**config.mk**
```make
export PLATFORM = sky130hd
export DESIGN_NAME = framed_command_parser_ack
export DESIGN_NICKNAME = d
export VERILOG_FILES = /design/src/rtl/core/fcp_pkg.sv /design/src/rtl/core/fcp_front.sv /design/src/rtl/core/fcp_queue.sv /design/src/rtl/core/fcp_back.sv /design/src/rtl/core/framed_command_parser_ack.sv
export VERILOG_INCLUDE_DIRS = /design/src /design/src/rtl/core
export SDC_FILE = /design/constraint.sdc
export NUM_CORES = 1
export LEC_CHECK = 0
export ABC_AREA = 1
export BUFFER_PORTS_ARGS = -buffer_cell sky130_fd_sc_hd__buf_2
export CORE_UTILIZATION = 55
export DETAILED_ROUTE_END_ITERATION = 12
export GPL_ROUTABILITY_DRIVEN = 0
export PLACE_DENSITY = 0.78
export SYNTH_ARGS = -nofsm -noshare
export SYNTH_HDL_FRONTEND = slang
export SYNTH_SLANG_ARGS = --single-unit
export TNS_END_PERCENT = 50
```
**constraint.sdc**
```tcl
create_clock -name i_clk -period 6.2 [get_ports i_clk]
set_input_delay 1.24 -clock i_clk [delete_from_list [all_inputs] [get_ports i_clk]]
set_output_delay 1.24 -clock i_clk [all_outputs]
set_load 0.005 [all_outputs]
```
**src/rtl/core/framed_command_parser_ack_assert.svh**
```systemverilog
// ----------------------------------------------------------------------------
// Assertion macros for the framed command parser
// Concurrent assertion wrappers, empty when built for synthesis.
// ----------------------------------------------------------------------------
`ifndef FRAMED_COMMAND_PARSER_ACK_ASSERT_SVH
`define FRAMED_COMMAND_PARSER_ACK_ASSERT_SVH

`ifndef SYNTHESIS
`define FCP_ASSERT_IMM(lbl, clk, rst_n, ante, cons) \
    lbl: assert property (@(posedge clk) disable iff (!rst_n) (ante) |-> (cons)) \
        else $error("fcp assertion failed");
`define FCP_ASSERT_NXT(lbl, clk, rst_n, ante, cons) \
    lbl: assert property (@(posedge clk) disable iff (!rst_n) (ante) |=> (cons)) \
        else $error("fcp assertion failed");
`else
`define FCP_ASSERT_IMM(lbl, clk, rst_n, ante, cons)
`define FCP_ASSERT_NXT(lbl, clk, rst_n, ante, cons)
`endif

`endif

```
**src/rtl/core/fcp_pkg.sv**
```systemverilog
// ----------------------------------------------------------------------------
// fcp_pkg
// Types and constants shared by the framed command parser modules.
// ----------------------------------------------------------------------------
package fcp_pkg;

    localparam logic [7:0] HDR_IN  = 8'h3E;
    localparam logic [7:0] HDR_OUT = 8'h3C;
    localparam logic [7:0] ACK_OK  = 8'h06;
    localparam logic [7:0] ACK_LEN = 8'h01;

    localparam logic [7:0] CMD_GET_STATUS = 8'd0;
    localparam logic [7:0] CMD_START_SCAN = 8'd1;
    localparam logic [7:0] CMD_STOP_SCAN  = 8'd2;
    localparam logic [7:0] CMD_ATTACH     = 8'd3;

    localparam logic [1:0] REQ_NONE  = 2'd0;
    localparam logic [1:0] REQ_START = 2'd1;
    localparam logic [1:0] REQ_STOP  = 2'd2;

    localparam int QUEUE_DEPTH = 4;
    localparam int QPTR_W      = $clog2(QUEUE_DEPTH);
    localparam int QCNT_W      = $clog2(QUEUE_DEPTH + 1);

    localparam int PADDR_W = 3;
    localparam logic [0:0] REG_RESP_EN = 1'b0;

    typedef struct packed {
        logic [7:0] rx_byte;
        logic [7:0] status_code;
    } t_fcp_in;

    typedef struct packed {
        logic [7:0] resp_byte;
        logic       resp_valid;
        logic       last;
        logic [1:0] scan_request;
    } t_fcp_out;

    // one completed frame awaiting its reply
    typedef struct packed {
        logic [7:0] cmd;
        logic [7:0] ack;
        logic [1:0] req;
        logic       resp_en;
    } t_fcp_desc;

    typedef struct packed {
        logic              full;
        logic              empty;
        logic [QCNT_W-1:0] count;
    } t_fcp_qstat;

endpackage

```
**src/rtl/core/fcp_front.sv**
```systemverilog
// ----------------------------------------------------------------------------
// fcp_front
// Frame parser: header hunting, running checksum, reply descriptor push.
// ----------------------------------------------------------------------------
module fcp_front
    import fcp_pkg::*;
#(
    parameter int FRAME_BUFFER_BYTES = 256,
    parameter int NUM_COMMANDS       = 4
) (
    input  logic      i_clk,
    input  logic      i_rst_n,
    input  logic      i_accept,
    input  t_fcp_in   i_word,
    input  logic      i_resp_en,
    output logic      o_push,
    output t_fcp_desc o_desc
);

    localparam logic [2:0] ST_HUNT = 3'd0;
    localparam logic [2:0] ST_CMD  = 3'd1;
    localparam logic [2:0] ST_LEN  = 3'd2;
    localparam logic [2:0] ST_DATA = 3'd3;
    localparam logic [2:0] ST_SUM  = 3'd4;

    localparam logic [8:0] LEN_LIMIT = 9'(FRAME_BUFFER_BYTES - 3);
    localparam logic [8:0] CMD_LIMIT = 9'(NUM_COMMANDS);

    logic [2:0] r_state, n_state;
    logic [7:0] r_sum,   n_sum;
    logic [7:0] r_cmd,   n_cmd;
    logic [7:0] r_left,  n_left;

    logic [7:0] b;
    logic [7:0] sum_add;
    logic [7:0] left_dec;
    logic [7:0] ack;
    logic [1:0] req;
    logic       known;

    assign b        = i_word.rx_byte;
    assign sum_add  = r_sum + b;
    assign left_dec = r_left - 8'd1;

    always_comb begin
        ack   = ACK_OK;
        req   = REQ_NONE;
        known = 1'b1;
        unique case (r_cmd)
            CMD_GET_STATUS: ack = i_word.status_code;
            CMD_START_SCAN: req = REQ_START;
            CMD_STOP_SCAN:  req = REQ_STOP;
            CMD_ATTACH:     known = 1'b1;
            default:        known = 1'b0;
        endcase
    end

    always_comb begin
        n_state = r_state;
        n_sum   = r_sum;
        n_cmd   = r_cmd;
        n_left  = r_left;
        o_push  = 1'b0;
        if (i_accept) begin
            unique case (r_state)
                ST_CMD: begin
                    n_sum = sum_add;
                    if ({1'b0, b} < CMD_LIMIT) begin
                        n_cmd   = b;
                        n_state = ST_LEN;
                    end else begin
                        n_state = ST_HUNT;
                    end
                end
                ST_LEN: begin
                    n_sum = sum_add;
                    priority if (b == 8'd0) begin
                        n_state = ST_SUM;
                    end else if ({1'b0, b} < LEN_LIMIT) begin
                        n_left  = b;
                        n_state = ST_DATA;
                    end else begin
                        n_state = ST_HUNT;
                    end
                end
                ST_DATA: begin
                    n_sum  = sum_add;
                    n_left = left_dec;
                    if (left_dec == 8'd0) begin
                        n_state = ST_SUM;
                    end
                end
                ST_SUM: begin
                    n_sum   = sum_add;
                    n_state = ST_HUNT;
                    o_push  = (sum_add == 8'd0) && known && (i_resp_en || req != REQ_NONE);
                end
                default: begin
                    if (b == HDR_IN) begin
                        n_sum   = b;
                        n_state = ST_CMD;
                    end else begin
                        n_state = ST_HUNT;
                    end
                end
            endcase
        end
    end

    assign o_desc.cmd     = r_cmd;
    assign o_desc.ack     = ack;
    assign o_desc.req     = req;
    assign o_desc.resp_en = i_resp_en;

    always_ff @(posedge i_clk) begin
        if (!i_rst_n) begin
            r_state <= ST_HUNT;
            r_sum   <= 8'd0;
            r_cmd   <= 8'd0;
            r_left  <= 8'd0;
        end else begin
            r_state <= n_state;
            r_sum   <= n_sum;
            r_cmd   <= n_cmd;
            r_left  <= n_left;
        end
    end

endmodule

```
**src/rtl/core/fcp_queue.sv**
```systemverilog
// ----------------------------------------------------------------------------
// fcp_queue
// Small FIFO of reply descriptors between parser and reply sequencer.
// ----------------------------------------------------------------------------
module fcp_queue
    import fcp_pkg::*;
(
    input  logic       i_clk,
    input  logic       i_rst_n,
    input  logic       i_push,
    input  t_fcp_desc  i_desc,
    input  logic       i_pop,
    output t_fcp_desc  o_head,
    output t_fcp_qstat o_stat
);

    t_fcp_desc         r_mem [QUEUE_DEPTH];
    logic [QPTR_W-1:0] r_wptr, n_wptr;
    logic [QPTR_W-1:0] r_rptr, n_rptr;
    logic [QCNT_W-1:0] r_count, n_count;
    logic              do_push;
    logic              do_pop;

    assign o_stat.full  = (r_count == QCNT_W'(QUEUE_DEPTH));
    assign o_stat.empty = (r_count == '0);
    assign o_stat.count = r_count;

    assign do_push = i_push && !o_stat.full;
    assign do_pop  = i_pop && !o_stat.empty;

    assign o_head = r_mem[r_rptr];

    always_comb begin
        n_wptr  = do_push ? r_wptr + QPTR_W'(1) : r_wptr;
        n_rptr  = do_pop  ? r_rptr + QPTR_W'(1) : r_rptr;
        n_count = r_count + QCNT_W'(do_push) - QCNT_W'(do_pop);
    end

    always_ff @(posedge i_clk) begin
        if (do_push) begin
            r_mem[r_wptr] <= i_desc;
        end
    end

    always_ff @(posedge i_clk) begin
        if (!i_rst_n) begin
            r_wptr  <= '0;
            r_rptr  <= '0;
            r_count <= '0;
        end else begin
            r_wptr  <= n_wptr;
            r_rptr  <= n_rptr;
            r_count <= n_count;
        end
    end

endmodule

```
**src/rtl/core/fcp_back.sv**
```systemverilog
// ----------------------------------------------------------------------------
// fcp_back
// Reply sequencer: expands a descriptor into acknowledgement or request-only words.
// ----------------------------------------------------------------------------
module fcp_back
    import fcp_pkg::*;
(
    input  logic       i_clk,
    input  logic       i_rst_n,
    input  t_fcp_desc  i_head,
    input  t_fcp_qstat i_qstat,
    output logic       o_pop,
    output logic       o_valid,
    output t_fcp_out   o_word,
    input  logic       i_stall
);

    localparam logic [2:0] IDX_HDR = 3'd0;
    localparam logic [2:0] IDX_CMD = 3'd1;
    localparam logic [2:0] IDX_LEN = 3'd2;
    localparam logic [2:0] IDX_ACK = 3'd3;
    localparam logic [2:0] IDX_CHK = 3'd4;

    logic [2:0] r_idx, n_idx;
    logic       r_valid, n_valid;
    t_fcp_out   r_word, n_word;
    logic       load;
    logic       fin;
    logic [7:0] chk;

    assign load = !i_qstat.empty && (!r_valid || !i_stall);
    assign chk  = 8'h00 - (HDR_OUT + i_head.cmd + ACK_LEN + i_head.ack);

    always_comb begin
        n_word              = r_word;
        n_word.resp_valid   = 1'b1;
        n_word.last         = 1'b0;
        n_word.scan_request = REQ_NONE;
        fin                 = 1'b0;
        if (!i_head.resp_en) begin
            n_word.resp_byte    = 8'h00;
            n_word.resp_valid   = 1'b0;
            n_word.last         = 1'b1;
            n_word.scan_request = i_head.req;
            fin                 = 1'b1;
        end else begin
            unique case (r_idx)
                IDX_HDR: begin
                    n_word.resp_byte    = HDR_OUT;
                    n_word.scan_request = i_head.req;
                end
                IDX_CMD: n_word.resp_byte = i_head.cmd;
                IDX_LEN: n_word.resp_byte = ACK_LEN;
                IDX_ACK: n_word.resp_byte = i_head.ack;
                default: begin
                    n_word.resp_byte = chk;
                    n_word.last      = 1'b1;
                    fin              = 1'b1;
                end
            endcase
        end
    end

    always_comb begin
        n_valid = r_valid;
        n_idx   = r_idx;
        o_pop   = 1'b0;
        if (load) begin
            n_valid = 1'b1;
            o_pop   = fin;
            n_idx   = fin ? IDX_HDR : r_idx + 3'd1;
        end else if (!i_stall) begin
            n_valid = 1'b0;
        end
    end

    assign o_valid = r_valid;
    assign o_word  = r_word;

    always_ff @(posedge i_clk) begin
        if (load) begin
            r_word <= n_word;
        end
    end

    always_ff @(posedge i_clk) begin
        if (!i_rst_n) begin
            r_valid <= 1'b0;
            r_idx   <= IDX_HDR;
        end else begin
            r_valid <= n_valid;
            r_idx   <= n_idx;
        end
    end

endmodule

```
**src/rtl/core/framed_command_parser_ack.sv**
```systemverilog
// Accepts one received byte per clock and parses header-framed commands with
// an additive checksum. A good frame may raise a scan request; with replies
// on it queues a five-word acknowledgement (one request-only word when
// replies are off and a scan is requested). Replies leave one word per clock
// from a registered output unless it is stalled; a reply is queued when its
// checksum byte is taken and leaves after earlier replies. A queue of
// QUEUE_DEPTH pending replies sits between parser and reply sequencer, and
// the input stalls only when that queue is full (a run of short frames
// outpacing the five-word replies, or a stalled output).
// ----------------------------------------------------------------------------
// framed_command_parser_ack
// Top level: APB register, parser front, reply queue, reply sequencer.
// ----------------------------------------------------------------------------
`include "framed_command_parser_ack_assert.svh"

module framed_command_parser_ack
    import fcp_pkg::*;
#(
    parameter int FRAME_BUFFER_BYTES = 256,
    parameter int NUM_COMMANDS       = 4
) (
    input  logic               i_clk,
    input  logic               i_rst_n,
    input  logic               i_in_valid,
    input  t_fcp_in            i_in_data,
    output logic               o_in_stall,
    output logic               o_out_valid,
    output t_fcp_out           o_out_data,
    input  logic               i_out_stall,
    input  logic               psel,
    input  logic               penable,
    input  logic               pwrite,
    input  logic [PADDR_W-1:0] paddr,
    input  logic [31:0]        pwdata,
    output logic [31:0]        prdata,
    output logic               pready
);

    logic       r_resp_en;
    logic       cfg_wr;
    logic       in_accept;
    logic       push;
    logic       pop;
    t_fcp_desc  desc;
    t_fcp_desc  head;
    t_fcp_qstat qstat;

    assign pready = 1'b1;
    assign cfg_wr = psel && penable && pwrite && (paddr[PADDR_W-1] == REG_RESP_EN);
    assign prdata = (paddr[PADDR_W-1] == REG_RESP_EN) ? {31'd0, r_resp_en} : 32'd0;

    always_ff @(posedge i_clk) begin
        if (!i_rst_n) begin
            r_resp_en <= 1'b0;
        end else if (cfg_wr) begin
            r_resp_en <= pwdata[0];
        end
    end

    assign o_in_stall = qstat.full;
    assign in_accept  = i_in_valid && !o_in_stall;

    fcp_front #(
        .FRAME_BUFFER_BYTES (FRAME_BUFFER_BYTES),
        .NUM_COMMANDS       (NUM_COMMANDS)
    ) u_front (
        .i_clk     (i_clk),
        .i_rst_n   (i_rst_n),
        .i_accept  (in_accept),
        .i_word    (i_in_data),
        .i_resp_en (r_resp_en),
        .o_push    (push),
        .o_desc    (desc)
    );

    fcp_queue u_queue (
        .i_clk   (i_clk),
        .i_rst_n (i_rst_n),
        .i_push  (push),
        .i_desc  (desc),
        .i_pop   (pop),
        .o_head  (head),
        .o_stat  (qstat)
    );

    fcp_back u_back (
        .i_clk   (i_clk),
        .i_rst_n (i_rst_n),
        .i_head  (head),
        .i_qstat (qstat),
        .o_pop   (pop),
        .o_valid (o_out_valid),
        .o_word  (o_out_data),
        .i_stall (i_out_stall)
    );

    `FCP_ASSERT_IMM(a_req_only_last, i_clk, i_rst_n, o_out_valid && !o_out_data.resp_valid, o_out_data.last)
    `FCP_ASSERT_IMM(a_req_on_hdr, i_clk, i_rst_n, o_out_valid && o_out_data.resp_valid && o_out_data.scan_request != REQ_NONE, o_out_data.resp_byte == HDR_OUT)
    `FCP_ASSERT_IMM(a_q_bound, i_clk, i_rst_n, 1'b1, qstat.count <= QCNT_W'(QUEUE_DEPTH))
    `FCP_ASSERT_NXT(a_reply_burst, i_clk, i_rst_n, o_out_valid && !i_out_stall && !o_out_data.last, o_out_valid)

endmodule

```
# ---- Yosys cells after proc, flatten, opt, wreduce, memory -nomap -nowiden
# Memories as Yosys holds them, arrays and structs flattened. A register that Yosys moved wholly into a read port is not among the register bits.
# Cells that the tools add are included.
dict set report totals {
  regBits 51
  ram_bits 76
  inputBits 58
  output_inout_bits 47
  elab_cells 107
  n_memories 1
}
# memory depth width rd rd_ports_with_merged_regs wr line_no
set mem_list {}
lappend mem_list {u_queue.r_mem 4 19 1 1 1 fcp_queue.sv:17} ;# t_fcp_desc r_mem [QUEUE_DEPTH];
dict set report op_classes {
  n_addsub 11
  order_cmp 2
  eq_ne 16
  mux 31
  n_bitwise 1
  reduce_logical 31
}
# op count
set op_table {}
lappend op_table {{2-to-1 mux 8 bit} 5}
lappend op_table {{logical NOT 8 bit} 4}
lappend op_table {{case mux 8 bit (4 select lines)} 1}
lappend op_table {{adder 8 bit} 2}
lappend op_table {{equality test 8 x 2 -> 1 bit (second input constant)} 2}
lappend op_table {{case mux 8 bit (2 select lines)} 1}
lappend op_table {{2-to-1 mux 1 bit} 13}
lappend op_table {{equality test 3 x 2 -> 1 bit (second input constant)} 4}
lappend op_table {{2-to-1 mux 2 bit} 6}
lappend op_table {{case mux 3 bit (4 select lines)} 1}
lappend op_table {{OR reduction 4 bit} 3}
lappend op_table {{logical AND 1 bit} 9}
lappend op_table {{2-to-1 mux 3 bit} 3}
lappend op_table {{adder 6 x 8 -> 8 bit (first input constant)} 1}
lappend op_table {{adder 8 x 1 -> 8 bit (second input constant)} 1}
lappend op_table {{equality test 8 x 1 -> 1 bit (second input constant)} 1}
lappend op_table {{equality test 8 x 6 -> 1 bit (second input constant)} 1}
lappend op_table {{< comparator 8 x 3 -> 1 bit (second input constant)} 1}
lappend op_table {{< comparator 8 bit (second input constant)} 1}
lappend op_table {{subtractor 1 x 8 -> 8 bit (first input constant)} 1}
lappend op_table {{subtractor 8 x 1 -> 8 bit (second input constant)} 1}
lappend op_table {{equality test 3 x 1 -> 1 bit (second input constant)} 2}
lappend op_table {{equality test 3 bit (second input constant)} 2}
lappend op_table {{logical NOT 3 bit} 2}
lappend op_table {{14 further kinds} 24}

# ---- Depth between registers and ports, before layout
# Gate-level depths: netlist of the first run.
dict set report depth {
  word_depth 10
  ltp_mapped 19
}

# ---- Hierarchy
# Synthesis of the first run repeated with hierarchy kept, for this count alone.
dict set report unflattened {
  hier_cells 780
  area_unflattened_um2 6950.4
}
# mod n_inst cells_each area_each_um2 seq_area_each_um2
set by_module_without_submodules {}
lappend by_module_without_submodules {fcp_queue 1 252 3338.2 2462.4}
lappend by_module_without_submodules {fcp_front 1 321 1964.4 540.5}
lappend by_module_without_submodules {fcp_back 1 159 1326.3 440.4}
lappend by_module_without_submodules {framed_command_parser_ack 1 48 321.6 20.0}

# ---- Least setup slack after synthesis of the first run
# No wires, ideal clock.
dict set report synth_path {
  path_type {in2reg}
  startpoint {input i_in_data[8] (netlist name)}
  endpoint {memory u_queue.r_mem[0][0] (netlist name) (enable)}
  arrival_ns 3.403
  t_required_ns 5.805
  setup_slack_ns 2.402
  cell_stages 11
  path_cell_list {ha_1 -> fa_1 -> nor2_1 -> nand3_1 -> nor2_1 -> nand2_1 -> nor2_1 -> nand3_1 -> nor2_1 -> nand2_1 -> nor2_1}
}
dict set report synth_between {
  elab_chain_len 9
}
# item line_no
set synth_rtl {}
lappend synth_rtl {{from (decl)} framed_command_parser_ack.sv:25} ;# input t_fcp_in i_in_data,
lappend synth_rtl {{adder 8 bit} fcp_front.sv:42} ;# assign sum_add = r_sum + b;
lappend synth_rtl {{logical NOT 8 bit} fcp_front.sv:96} ;# o_push = (sum_add == 8'd0) && known && (i_resp_en || req != REQ_NONE);
lappend synth_rtl {{logical AND 1 bit (2 in a row)} fcp_front.sv:96}
lappend synth_rtl {{2-to-1 mux 1 bit} fcp_front.sv:65} ;# unique case (r_state)
lappend synth_rtl {{2-to-1 mux 1 bit} fcp_front.sv:64} ;# if (i_accept) begin
lappend synth_rtl {{logical AND 1 bit} fcp_queue.sv:28} ;# assign do_push = i_push && !o_stat.full;
lappend synth_rtl {{2-to-1 mux 1 bit} fcp_queue.sv:40} ;# if (do_push) begin
lappend synth_rtl {{2-to-1 mux 1 bit (not written as such)} fcp_queue.sv:41} ;# r_mem[r_wptr] <= i_desc;
lappend synth_rtl {{to (decl)} fcp_queue.sv:17}
# No other way between the ends.

# ---- Worst setup path after layout of the first run
dict set report layout_path {
  startpoint {input i_in_data[8] (netlist name)}
  endpoint {register u_queue.r_count[1]}
}
dict set report layout_between {
  elab_chain_len 9
}
# item line_no
set layout_rtl {}
lappend layout_rtl {{adder 8 bit} fcp_front.sv:42}
lappend layout_rtl {{logical NOT 8 bit} fcp_front.sv:96}
lappend layout_rtl {{logical AND 1 bit (2 in a row)} fcp_front.sv:96}
lappend layout_rtl {{2-to-1 mux 1 bit} fcp_front.sv:65}
lappend layout_rtl {{2-to-1 mux 1 bit} fcp_front.sv:64}
lappend layout_rtl {{logical AND 1 bit} fcp_queue.sv:28}
lappend layout_rtl {{via u_queue.do_push} fcp_queue.sv:21} ;# logic do_push;
lappend layout_rtl {{adder 3 x 1 -> 3 bit} fcp_queue.sv:36} ;# n_count = r_count + QCNT_W'(do_push) - QCNT_W'(do_pop);
lappend layout_rtl {{subtractor 3 x 1 -> 3 bit} fcp_queue.sv:36}
lappend layout_rtl {{via u_queue.n_count[1]} fcp_queue.sv:20} ;# logic [QCNT_W-1:0] r_count, n_count;
lappend layout_rtl {{to (signal assigned)} fcp_queue.sv:53} ;# r_count <= n_count;
lappend layout_rtl {{to (decl)} fcp_queue.sv:20}
# The timed path passes the listed nets, and every way through them passes these cells.
# A chain may end at the register's enable or synchronous reset.

==> out/qor.txt, run 1 <==
DRT antenna net count = 0
Vias = 5042
Post-CTS Hold Fix Bufs = 0
crit path max fanout = 5
end of the critical path = u_queue.r_count[1]$_SDFF_PN0_
data arrival time of the worst path = 3.68 ns
I/O pin count = 105
placed cell count = 969
H-tree depth = 4
design area = 7710 um^2
Max Fclk = 296 MHz
clock skew = 0.00839 ns
placed cell area = 7090 um^2
CTS sink cnt = 129
RR Endpoint = u_back.o_word[11]$_SDFFCE_PN0P_
Worst Tran Pin Value = 1.02 ns
Synth cell types = 48
Pwr Density = 436 nW/um^2
kind of critical path = input port to flip-flop
RSZ-0062 raised after global routing = no
post-DP HPWL = 8860 um
Layout fillers = 997
Area Overhead vs Synth = 12.4%
global route total overflow = 0
Reg2Reg Depth = 17
flop2flop setup slack = 2.88 ns
CTS tree = yes
Setup Viol. Count Final = 0
mapped cell area = 6870 um^2
Max clock buf depth = 2
Final Hold Vio Count = 0
largest net degree at the start of global routing = 40
drt drc = 0
Synth Area per Inst = 8.86 um^2
VDD IR max = 0.172 mV
MaxCap Viol Count = 0
chip width = 114 um
Final nets = 914
Tightest Hold Check Type = flip-flop to flip-flop
vias per cell = 5.04
share of layout cells above drive strength 1 = 12.9%
vias in the first global route = 4678
Skew-Pair Late Insertion Delay = 0.41 ns
Non-Filler Instances = 1000
die height = 114 um
first-pass GRT wire length = 21500 um
EDFF count, synth = 88
WL final = 13000 um
critical path startpoint category = input port
critical path launch point = i_in_data[8]
postcts setup bufs = 0
starting DRC count in detailed routing = 306
Leak = 3.51 nW
ant diodes = 0
Post-CTS Resized = 0
Syn Inst Count = 775
crit share post-route = 54.4%
Seq/Total Area, Yosys = 50.4%
WP data required = 6.51 ns
slew margin rel. = 31.8%
die area = 12900 um^2
main flop type after synthesis = edfxtp_1
FF+latch count, synth = 129
Final min period = 3.37 ns
Crit. End Element = flip-flop
Root Driver = clkbuf_16
synthesis warning total = 0
Rows = 40
DR WL/cell = 13.0 um
status = completed
Starting Density = 56.7%
antenna violations before repair = 0
Synth async-reset ratio = 0%
port bufs = 39
total CTS buffers = 17
Setup TNS = 0 ns
Worst-path clk slew = 0.05 ns
max-slew violations = 0
Final Util = 63.7%
all-layer global routing usage = 21.7%
Pre-antenna DRT Iters = 5
core area = 12100 um^2
[placed cells by master (no fill, tap or decap), types with 4 or more instances in the layout]
cell type / Yosys / layout
nand3_1: 58 / 58
o21ai_2: 4 / 4
bufinv_16: 0 / 5
a31oi_1: 4 / 4
or2_2: 4 / 4
nand2_2: 6 / 6
inv_1: 108 / 108
nor2_1: 85 / 85
edfxtp_1: 88 / 88
nand2_1: 144 / 144
conb_1: 2 / 32
inv_2: 5 / 5
buf_4: 33 / 6
o22ai_1: 9 / 9
o21ai_0: 51 / 51
ha_1: 33 / 33
nand4_1: 8 / 8
a21oi_1: 30 / 30
clkbuf_16: 0 / 17
dfxtp_1: 41 / 41
buf_2: 6 / 39
[Yosys cell counts, types with 2 or more instances]
cell      instances  area share, %
nand2_1         144            7.9
inv_1           108            5.9
edfxtp_1         88             38
nor2_1           85            4.6
nand3_1          58            4.2
o21ai_0          51            3.7
dfxtp_1          41             12
buf_4            33            3.6
ha_1             33            6.0
a21oi_1          30            2.2
o22ai_1           9           0.82
nand4_1           8           0.73
clkbuf_1          7           0.38
buf_2             6           0.44
nand2_2           6           0.55
inv_2             5           0.27
a31oi_1           4           0.36
o21ai_2           4           0.51
or2_2             4           0.36
buf_6             3           0.49
fa_1              3           0.87
nand2_4           3           0.49
o22a_1            3           0.38
xnor2_1           3           0.38
xor2_1            3           0.38
a211oi_1          2           0.22
a21oi_2           2           0.26
a32o_1            2           0.29
conb_1            2           0.11
inv_4             2           0.18
nand3b_1          2           0.22
nor2_2            2           0.18
nor3_1            2           0.15
o21ai_1           2           0.15
o221ai_1          2           0.26
[area by class of cell]
| cell class | count | area (um^2) | share of cell area, % |
|---|---|---|---|
| clock buffer | 19 | 433 | 5.61 |
| clock inverter | 12 | 190 | 2.47 |
| inverter | 116 | 442 | 5.72 |
| multi-input combinational | 511 | 2740 | 35.5 |
| sequential | 129 | 3460 | 44.9 |
| tap | 168 | 210 | 2.72 |
| timing repair buffer | 45 | 240 | 3.11 |
[kinds of logic (layout without fill, tap and decap cells)]
family,after synthesis,after routing,share of synthesized area [%]
flip-flops,129,129,50.4
buffers and inverters,165,192,11.4
AO/OA/AOI/OAI,116,116,9.82
XOR/XNOR,6,6,0.765
adder cells (fa/ha/maj),36,36,6.89
AND/OR/NAND/NOR,321,321,20.6
other,2,32,0.109
[through the flow]
step / hold WS [ns] / worst slack [ns] / total power [mW]
global route: 0.496 / 2.52 / 3.61
finish: 0.467 / 2.83 / 3.37
CTS: 0.467 / 2.84 / 3.39
global placement: 0.456 / 2.46 / 2.29
floorplan: 0.447 / 2.40 / 2.07
detailed placement: 0.459 / 2.43 / 2.32
[per-layer routing]
metal,track usage [%],part of all wire [%],routed length [um],vias up
met5,0,0,0,-
met4,9.56,1.8,231,0
met3,5.05,4.8,621,20
met2,37.5,51,6590,129
met1,26.0,43,5580,2297
li1,-,-,-,2596
[registers in the layout, summed over array words and instances, names as in the netlist, named ones only]
| register | cells |
|---|---|
| u_front.r_left | 8 |
| u_queue.r_wptr | 2 |
| u_front.r_state | 3 |
| u_queue.r_rptr | 2 |
| u_back.o_word | 12 |
| u_back.o_valid | 1 |
| u_queue.r_mem | 76 |
| u_queue.r_count | 3 |
| u_back.r_idx | 3 |
| r_resp_en | 1 |
| u_front.r_sum | 8 |
| u_front.r_cmd | 8 |
[critical path, cell delays in order]
cell	delay [ns]
buf_2	0.13
ha_1	0.23
fa_1	0.49
nor2_1	0.13
nand3_1	0.09
nor2_1	0.09
nand2_1	0.07
nor2_1	0.08
nand3_1	0.07
nor2_1	0.12
nand2_1	0.14
inv_1	0.12
ha_1	0.17
fa_1	0.40
nand2_1	0.07
inv_1	0.04
[power breakdown]
group	switching (mW)	total [mW]	internal (mW)
Sequential	0.0444	1.09	1.04
Combinational	0.782	1.23	0.447
Clock	0.344	1.05	0.705
[worst min path at each step]
stage / start / end / slack (ns) / cells after the start
floorplan: u_front.r_sum[3]$_SDFFE_PN0P_ / u_front.r_sum[3]$_SDFFE_PN0P_ / 0.45 / 2
global placement: u_front.r_sum[5]$_SDFFE_PN0P_ / u_front.r_sum[5]$_SDFFE_PN0P_ / 0.46 / 2
detailed placement: u_front.r_sum[5]$_SDFFE_PN0P_ / u_front.r_sum[5]$_SDFFE_PN0P_ / 0.46 / 2
finish: u_front.r_sum[5]$_SDFFE_PN0P_ / u_front.r_sum[5]$_SDFFE_PN0P_ / 0.47 / 2
global route: u_front.r_sum[5]$_SDFFE_PN0P_ / u_front.r_sum[5]$_SDFFE_PN0P_ / 0.50 / 2
CTS: u_front.r_sum[5]$_SDFFE_PN0P_ / u_front.r_sum[5]$_SDFFE_PN0P_ / 0.47 / 2
No activity file was read; power rests on OpenSTA's default activity.
==> run 2, diff against run 1 <==
==> constraint.sdc (replaced) <==
create_clock -name i_clk -period 3.2 [get_ports i_clk]
set_input_delay 0.64 -clock i_clk [delete_from_list [all_inputs] [get_ports i_clk]]
set_output_delay 0.64 -clock i_clk [all_outputs]
set_load 0.005 [all_outputs]
==> run 2 against run 1 <==
- power is 94% higher
- first-iteration DRC count grew 0.65%
- critical path type is now flip-flop to flip-flop
- largest cell class unchanged
- worst setup slack got worse by 2.4 ns
- non-clock buffer count rose by 9
- die area stayed put
- clock power rose by 90%
- wire length is 0.95% higher
- final area grew 1.3%
==> out/qor.txt, run 2 (synthesized netlist as in run 1, its figures left out) <==
status = completed
DRT antenna net count = 0 (unchanged)
Leak = 3.56 nW (+1.3%)
global route total overflow = 0 (unchanged)
Worst Hold End = u_front.r_sum[3]$_SDFFE_PN0P_
data arrival time of the worst path = 2.97 ns (-0.71 ns)
crit path max fanout = 17 (+12)
Rows = 40 (unchanged)
Post-CTS Resized = 0 (unchanged)
H-tree depth = 4 (unchanged)
commonest non-fill, non-tap cell in the layout = nand2_1
die height = 114 um (unchanged)
chip width = 114 um (unchanged)
vias per cell = 5.06 (+0.44%)
postcts setup bufs = 0 (unchanged)
Tightest Hold Check Type = flip-flop to flip-flop
total CTS buffers = 17 (unchanged)
RR Endpoint = u_back.o_word[11]$_SDFFCE_PN0P_
first-pass GRT wire length = 21800 um (+1.5%)
Reg2Reg Depth = 16 (-1)
kind of critical path = flip-flop to flip-flop
Setup Viol. Count Final = 0 (unchanged)
Crit. End Element = flip-flop
Final Hold Vio Count = 0 (unchanged)
flop2flop setup slack = 0.40 ns (-2.48 ns)
most used cell, CP = nand2_1
starting DRC count in detailed routing = 308 (+0.65%)
Setup TNS = 0 ns (unchanged)
Post-CTS Hold Fix Bufs = 0 (unchanged)
crit share post-route = 87.6%
Hold Crit Start = u_front.r_sum[3]$_SDFFE_PN0P_
CTS tree = yes
max-slew violations = 0 (unchanged)
vias in the first global route = 4849 (+3.7%)
Pre-antenna DRT Iters = 5 (unchanged)
ant diodes = 0 (unchanged)
DR WL/cell = 13.0 um (about the same)
Max Fclk = 357 MHz
Vias = 5110 (+1.3%)
core area = 12100 um^2 (unchanged)
CP Cell Sequence = buf_4 > o21ai_0 > o22a_1 > ha_1 > ha_1 > fa_1 > nand3_1 > nand3_1 > nand2_1 > nand2_1 > nand2_1 > nand2_1 > inv_1 > nand2_1 > nand3_1 > a21oi_1
Final nets = 923 (+0.98%)
Crit-path slowest cell = fa_1
Max clock buf depth = 2 (unchanged)
post-DP HPWL = 9370 um (+5.7%)
commonest cells after routing, fill and taps aside = nand2_1 (144), inv_1 (108), edfxtp_1 (88), nor2_1 (85), nand3_1 (58)
VDD IR max = 0.357 mV (+110%)
I/O pin count = 105 (unchanged)
Pwr Density = 837 nW/um^2 (+92%)
Root Driver = clkbuf_16
Area Overhead vs Synth = 13.8%
antenna violations before repair = 0 (unchanged)
Final min period = 2.80 ns
Min-Delay Path Depth = 2 (unchanged)
critical path's top delay family = adder cells
Skew-Pair Late Insertion Delay = 0.42 ns (about the same)
crit-path max cell delay = 0.41 ns (-0.08 ns)
critical path startpoint category = flip-flop
drt drc = 0 (unchanged)
die area = 12900 um^2 (unchanged)
largest net degree at the start of global routing = 32 (-20%)
Buf/Inv on CP = 2 (-1)
WHS = 0.467 ns (-0.000356 ns)
share of layout cells above drive strength 1 = 14.3% (+1.4 points)
Starting Density = 56.7% (unchanged)
slew margin rel. = 63.7% (+32 points)
port bufs = 39 (unchanged)
clock skew = 0.00553 ns (-0.00285 ns)
RSZ-0062 raised after global routing = no
WL final = 13200 um (+0.95%)
Worst Tran Pin Value = 0.544 ns (-0.475 ns)
CTS sink cnt = 129 (unchanged)
Worst-path clk slew = 0.06 ns (about the same)
all-layer global routing usage = 22.1% (+0.32 points)
max reg flops = 76 (unchanged)
largest register by flop count = u_queue.r_mem
MaxCap Viol Count = 0 (unchanged)
Layout fillers = 990 (-0.70%)
WP data required = 3.36 ns (-3.15 ns)
==> run 2: changes by cell type in the layout (fill, tap and decap cells not counted), sizes merged <==
cell / before / now
clkbuf: 19 / 17
buf: 45 / 54
bufinv: 5 / 4
clkinv: 5 / 7
clkinvlp: 3 / 4
==> run 2: power breakdown <==
part | total (mW) | internal [mW] | switching [mW]
clock | 1.99 | 1.29 | 0.699
combinational | 2.44 | 0.915 | 1.53
sequential | 2.11 | 2.02 | 0.0899
==> run 2: worst max path at each step <==
stage,startpoint,end,slack [ns],cells past startpoint
6_report,flip-flop,u_back.o_word[11]$_SDFFCE_PN0P_,0.40,16
3_5_place_dp,i_in_data[8],u_queue.r_count[2]$_SDFF_PN0_,0.12,15
2_1_floorplan,i_in_data[8],u_queue.r_mem[1][0]$_DFFE_PP_,0.002,11
4_1_cts,flip-flop,u_back.o_word[11]$_SDFFCE_PN0P_,0.36,18
3_3_place_gp,i_in_data[8],u_queue.r_count[1]$_SDFF_PN0_,0.17,16
5_1_grt,flip-flop,u_back.o_word[11]$_SDFFCE_PN0P_,0.17,18
==> run 2: final cells by class <==
class                           instances  area [um^2]  area share, %
Clock buffer                           17          425           5.44
Clock inverter                         14          191           2.45
Inverter                              116          442           5.65
Multi-Input combinational cell        511         2740           35.0
Sequential cell                       129         3460           44.3
Tap cell                              168          210           2.69
Timing Repair Buffer                   54          345           4.42
==> run 2: worst reg2reg max path, cell delays in order, from the launching register on <==
cell	delay, ns
dfxtp_1	0.34
buf_4	0.24
o21ai_0	0.14
o22a_1	0.25
ha_1	0.31
ha_1	0.23
fa_1	0.41
nand3_1	0.10
nand3_1	0.08
nand2_1	0.08
nand2_1	0.05
nand2_1	0.06
nand2_1	0.06
inv_1	0.05
nand2_1	0.04
nand3_1	0.06
a21oi_1	0.06
==> run 2: through the flow <==
step                      power [mW]  utilization [%]  setup WS [ns]  instances  cell area, um^2
after global placement          4.49             59.4          0.166        978             7200
final                           6.54             64.5          0.396       1009             7810
after detailed placement        4.58             59.4          0.116        978             7200
after global routing            7.05             64.5          0.170       1009             7810
after CTS                       6.59             64.5          0.363       1009             7810
after floorplan                 4.01                -        0.00199        805             6980
==> run 2: metal layers <==
metal / vias up / share of wire [%] / global-route usage, %
met5: - / 0 / 0
met4: 0 / 2.3 / 10.0
met3: 27 / 4.6 / 4.89
met2: 148 / 50 / 38.8
met1: 2314 / 43 / 25.7
li1: 2621 / - / -
